===== config.mk =====
export PLATFORM = sky130hd
export DESIGN_NAME = crbc_decode
export DESIGN_NICKNAME = d
export VERILOG_FILES = /design/src/rtl/crbc_pkg.sv /design/src/rtl/crbc_decode.sv
export SDC_FILE = /design/constraint.sdc
export NUM_CORES = 1
export LEC_CHECK = 0
export ABC_CLOCK_PERIOD_IN_PS = 2400
export BUFFER_PORTS_ARGS = -buffer_cell sky130_fd_sc_hd__buf_2
export CELL_PAD_IN_SITES_DETAIL_PLACEMENT = 0
export CELL_PAD_IN_SITES_GLOBAL_PLACEMENT = 2
export CORE_MARGIN = 2
export CORE_UTILIZATION = 17
export DETAILED_ROUTE_END_ITERATION = 12
export GPL_TIMING_DRIVEN = 1
export PLACE_DENSITY = 0.9
export SYNTH_ARGS = -nofsm -noshare
export SYNTH_HDL_FRONTEND = slang
export SYNTH_SLANG_ARGS = --single-unit

===== constraint.sdc =====
create_clock -name clk -period 2.4 [get_ports clk]
set_clock_uncertainty 0.2 [all_clocks]
set_input_delay 0.36 -clock clk [delete_from_list [all_inputs] [get_ports clk]]
set_output_delay 0.36 -clock clk [all_outputs]
set_load 0.02 [all_outputs]

===== src/rtl/crbc_pkg.sv =====
package crbc_pkg;

  // Fixed RAM geometry: one 8 KiB RAM bank
  localparam int unsigned RAM_BYTES = 8192;
  localparam int unsigned RAM_AW    = $clog2(RAM_BYTES);

  localparam int unsigned BANK_W    = 5;
  localparam int unsigned BANK_OFS_W = 14;  // 16 KiB window

  localparam logic [7:0] OPEN_BUS   = 8'hFF;
  localparam logic [3:0] RAM_ON_KEY = 4'hA;

  localparam int unsigned CFG_IDX_W = 1;
  localparam int unsigned CFG_DW    = 4;

  typedef enum logic [CFG_IDX_W-1:0] {
    REG_ROM_SIZE = 1'b0,
    REG_RAM_SIZE = 1'b1
  } cfg_reg_t;

  typedef enum logic [1:0] {
    OP_READ  = 2'd0,
    OP_WRITE = 2'd1,
    OP_LOAD  = 2'd2
  } op_t;

  // Where the byte of a read comes from
  typedef enum logic [1:0] {
    SRC_ROM  = 2'd0,
    SRC_RAM  = 2'd1,
    SRC_OPEN = 2'd2
  } rd_src_t;

  typedef struct packed {
    logic    rom_en;
    logic    rom_we;
    logic    ram_en;
    logic    ram_we;
    logic    rd_valid;
    rd_src_t rd_src;
  } mem_req_t;

  function automatic logic [BANK_W-1:0] bank_mask(input logic [3:0] code);
    logic [BANK_W-1:0] m;
    case (code)
      4'd0:    m = 5'h01;
      4'd1:    m = 5'h03;
      4'd2:    m = 5'h07;
      4'd3:    m = 5'h0F;
      default: m = 5'h1F;
    endcase
    return m;
  endfunction

endpackage


===== src/rtl/crbc_decode.sv =====
module crbc_decode #(
  parameter int unsigned ROM_BYTES = 524288
) (
  input  logic                         clk,
  input  logic                         rst_n,
  input  logic                         cfg_we,
  input  logic [crbc_pkg::CFG_IDX_W-1:0] cfg_index,
  input  logic [crbc_pkg::CFG_DW-1:0]  cfg_data,
  input  logic                         accept,
  input  logic [1:0]                   operation,
  input  logic [15:0]                  bus_address,
  input  logic [18:0]                  rom_index,
  input  logic [7:0]                   data_in,
  output crbc_pkg::mem_req_t           req,
  output logic [$clog2(ROM_BYTES)-1:0] rom_addr,
  output logic [crbc_pkg::RAM_AW-1:0]  ram_addr
);
  import crbc_pkg::*;

  localparam int unsigned ROM_AW = $clog2(ROM_BYTES);

  logic [3:0]        rom_size_r;
  logic [2:0]        ram_size_r;
  logic              ram_on_r,  ram_on_nxt;
  logic [BANK_W-1:0] bank_r,    bank_nxt;

  logic              ram_present;
  logic              in_rom0, in_romx, in_ram, in_ctl_en, in_ctl_bank;
  logic [BANK_W-1:0] bank_sel;
  logic [18:0]       rd_full;
  logic              load_ok;

  always_ff @(posedge clk) begin
    if (!rst_n) begin
      rom_size_r <= '0;
      ram_size_r <= '0;
    end else if (cfg_we) begin
      unique case (cfg_reg_t'(cfg_index))
        REG_ROM_SIZE: rom_size_r <= cfg_data;
        REG_RAM_SIZE: ram_size_r <= cfg_data[2:0];
        default:      ;
      endcase
    end
  end

  assign ram_present = (ram_size_r >= 3'd2);

  assign in_rom0     = (bus_address[15:14] == 2'b00);
  assign in_romx     = (bus_address[15:14] == 2'b01);
  assign in_ram      = (bus_address[15:13] == 3'b101);
  assign in_ctl_en   = (bus_address[15:13] == 3'b000);
  assign in_ctl_bank = (bus_address[15:13] == 3'b001);

  // 0 becomes 1 before masking, so a masked 0 maps bank 0
  assign bank_sel = (data_in[4:0] == 5'd0) ? 5'd1 : data_in[4:0];

  assign rd_full = in_romx ? {bank_r, bus_address[BANK_OFS_W-1:0]}
                           : {{BANK_W{1'b0}}, bus_address[BANK_OFS_W-1:0]};
  assign load_ok = ({13'd0, rom_index} < 32'(ROM_BYTES));

  assign ram_addr = bus_address[RAM_AW-1:0];

  always_comb begin
    req        = '0;
    req.rd_src = SRC_OPEN;
    rom_addr   = rd_full[ROM_AW-1:0];
    ram_on_nxt = ram_on_r;
    bank_nxt   = bank_r;
    if (accept) begin
      case (op_t'(operation))
        OP_READ: begin
          req.rd_valid = 1'b1;
          if (in_rom0 || in_romx) begin
            req.rom_en = 1'b1;
            req.rd_src = SRC_ROM;
          end else if (in_ram && ram_on_r && ram_present) begin
            req.ram_en = 1'b1;
            req.rd_src = SRC_RAM;
          end
        end
        OP_WRITE: begin
          if (in_ctl_en) begin
            ram_on_nxt = (data_in[3:0] == RAM_ON_KEY);
          end else if (in_ctl_bank) begin
            bank_nxt = bank_sel & bank_mask(rom_size_r);
          end else if (in_ram && ram_on_r && ram_present) begin
            req.ram_en = 1'b1;
            req.ram_we = 1'b1;
          end
        end
        OP_LOAD: begin
          rom_addr   = rom_index[ROM_AW-1:0];
          req.rom_en = load_ok;
          req.rom_we = load_ok;
        end
        default: ;
      endcase
    end
  end

  always_ff @(posedge clk) begin
    if (!rst_n) begin
      ram_on_r <= 1'b1;
      bank_r   <= 5'd1;
    end else begin
      ram_on_r <= ram_on_nxt;
      bank_r   <= bank_nxt;
    end
  end

endmodule


==> metrics <==
met1 Use GR=a little under a tenth; CP Cell Sequence=buf_2 -> nor2b_1 -> o2111ai_1 -> a211o_1 -> buf_2; outcome=completed; #FFs+latches synth=12; Net Count, Synth=196; Tot Pwr=roughly 0.58 mW; Clock transition at path regs=~0.050 ns; Pleak=~0.81 nW; max cap viols=0; clk_lat worst skew=roughly 0.23 ns; number of buffers created by CTS=3; layout filler cell count=about 610; clock sink total=12; Die ar.=between 6000 and 7000 µm²; pwr/cell area=between 400 and 500 nW/µm²; Yosys top cell area share=24.87%; Post-CTS Resized=0; overall routed net length=2735 µm; kind of critical path=in2out; fin. max-slew vios=0; Initial Util=17.54%; largest net degree at the start of global routing=21; r2r endpoint=bank_r[1]$_SDFFE_PN0P_; final core utilization=25.86%; maximum vdd drop=roughly 220 µV; Synth area leader=dfxtp_1; fin cells=288; setup TNS=0 ns; Tmin final=about 1.9 ns; max_slew headroom=a little over two thirds; Root Driver=clkbuf_8; first-pass GRT wire length=between 4000 and 5000 µm; met2 usage in global routing=between 10% and 20%; Antenna Cells=0; Cells after Synth=between 100 and 150; DR pass1 iterations=4; Die Y=approximately 79 µm; GRT Residual Overflow=0; # rows=27; fin nets=~270; Synth Cell Area=between 900 and 1000 µm²; # hold bufs at CTS=0; PortBufs=89; antenna-violating nets left=0; delay of the slowest cell on the worst path=between 0.3 and 0.4 ns; initial antenna violation count=0; Worst path slowest cell=a211o_1; Max Buffers Root-to-Sink=2; Slew @ Worst Pin=between 0.4 and 0.5 ns; syn avg cell area=between 6 and 7 µm²; worst reg-to-reg path cell count=3; met3 usage=under 10%; P&R area growth vs syn=47.41%; number of cells on the worst hold path=3; Final Hold Viols=0; Post-CTS Setup Bufs=0; vias per cell=~3.8; DRC=0; Synth cell types=28; sequential cell area fraction in the yosys report=between 20% and 30%; cell mode on critical path=buf_2; DIE WIDTH=around 80 µm; WHS Endpoint=rom_size_r[3]$_SDFFE_PN0P_; Top Ports=93; Setup violations, final=0; H-tree levels=1; CP Data Required Time=roughly 1.8 ns; crit path buf inv count=2; most frequent cells in the layout=89 x buf_2, 59 x nand2_1, 12 x dfxtp_1, 9 x nand3_1, 9 x mux2i_1; Hold Path Origin=cfg_data[3]; hpwl dp=about 2300 µm; initial detailed-routing violation count=between 40 and 50; gpl congestion=roughly 0.71; most common cell after layout, fill and taps aside=buf_2; # placed instances=285; flop-to-flop setup slack=~1.1 ns; layout cell share with drive strength beyond 1=between 40 and 50%; top cells by area, synth=dfxtp_1 25%, nand2_1 23%, buf_4 10%; HP Class=in2reg; startpoint types=input pin; RSZ-0062 raised after global routing=no; Worst Path Max Fanout=4; TritonCTS clock tree=done; fmax=approximately 0.53 GHz; vias in the first global route=a little over 1000; Final period util=between 70% and 80%; routed length per instance=roughly 9.5 µm; Core Region=between 5000 and 6000 µm²; busiest metal layer after global routing=met2; Setup crit end kind=output port; Critical Path AT=between 1 and 1.5 ns; CP top delay family=compound AO/OA/AOI/OAI gates; r2r startpoint=rom_size_r[2]$_SDFFE_PN0P_; number of synthesis warnings=0; Vias=1108; GRT Total Usage=8.533%
[metal layers]
layer	wire length, µm	up-vias
met2	1398	47
li1	-	608
met1	1115	453
met5	0	-
met3	222	0
met4	0	0
[kinds of logic (layout without fill, tap and decap cells)]
| group | Yosys count | after routing | share of synthesized area, % |
|---|---|---|---|
| AO/OA/AOI/OAI | 10 | 10 | 7.901 |
| buffers and inverters | 22 | 96 | 14.64 |
| flip-flops | 12 | 12 | 24.87 |
| multiplexers | 9 | 9 | 9.327 |
| AND/OR/NAND/NOR | 89 | 89 | 43.27 |
[how the worst max path moves through the flow]
stage | start | to | slack, ns | cells past startpoint
after CTS | bus_address[13] | req[1] | 0.50 | 5
after global placement | bus_address[13] | req[1] | 0.52 | 5
after detailed placement | bus_address[13] | req[1] | 0.51 | 5
final | bus_address[13] | req[1] | 0.51 | 5
after floorplan | bus_address[13] | req[4] | 0.60 | 3
after global routing | operation[0] | rom_addr[16] | 0.47 | 7
[where the power goes]
| group | total, mW | internal (mW) | switching [mW] |
|---|---|---|---|
| clock | 0.178 | 0.110 | 0.0674 |
| combinational | 0.189 | 0.0796 | 0.109 |
| sequential | 0.209 | 0.205 | 0.00429 |
| total | 0.576 | 0.395 | 0.181 |
[cell usage after synthesis, drive strengths merged]
master,instances
a211o,2
nor2b,8
clkbuf,4
dfxtp,12
inv,2
nor2,2
buf,16
nor4,1
nand3b,2
mux2i,9
or4,1
nor3,1
nor3b,2
o21ai,1
or4bb,1
o311ai,2
nand2b,1
o2111ai,1
nand3,9
a21oi,1
or3b,1
a21boi,2
nand2,59
or3,1
o211ai,1
[worst register-to-register path, stage by stage (launching register included)]
cell     delay (ns)
dfxtp_1        0.34
or4_1          0.52
nand3_1        0.09
mux2i_1        0.06
[registers in the layout, summed over array words and instances, names as in the netlist]
register,count
ram_size_r,2
bank_r,5
rom_size_r,4
ram_on_r,1
[layout make-up]
cell class                      instances  area (µm²)  share of cell area (%)
Multi-Input combinational cell        108       584.3                   41.04
Timing Repair Buffer                   91       460.4                   32.34
Sequential cell                        12       240.2                   16.87
Tap cell                               72       90.09                   6.327
Clock buffer                            3       41.29                   2.900
Inverter                                2       7.507                  0.5272
[metrics by stage]
stage               setup slack, ns  cell area, µm²  hold WS, ns
floorplan                    0.6004           965.9       0.2383
global placement             0.5219            1383       0.2505
detailed placement           0.5149            1383       0.2558
CTS                          0.5018            1424       0.1841
global route                 0.4660            1424       0.2038
finish                       0.5136            1424       0.1859
Power figures use the tool's default switching activity.
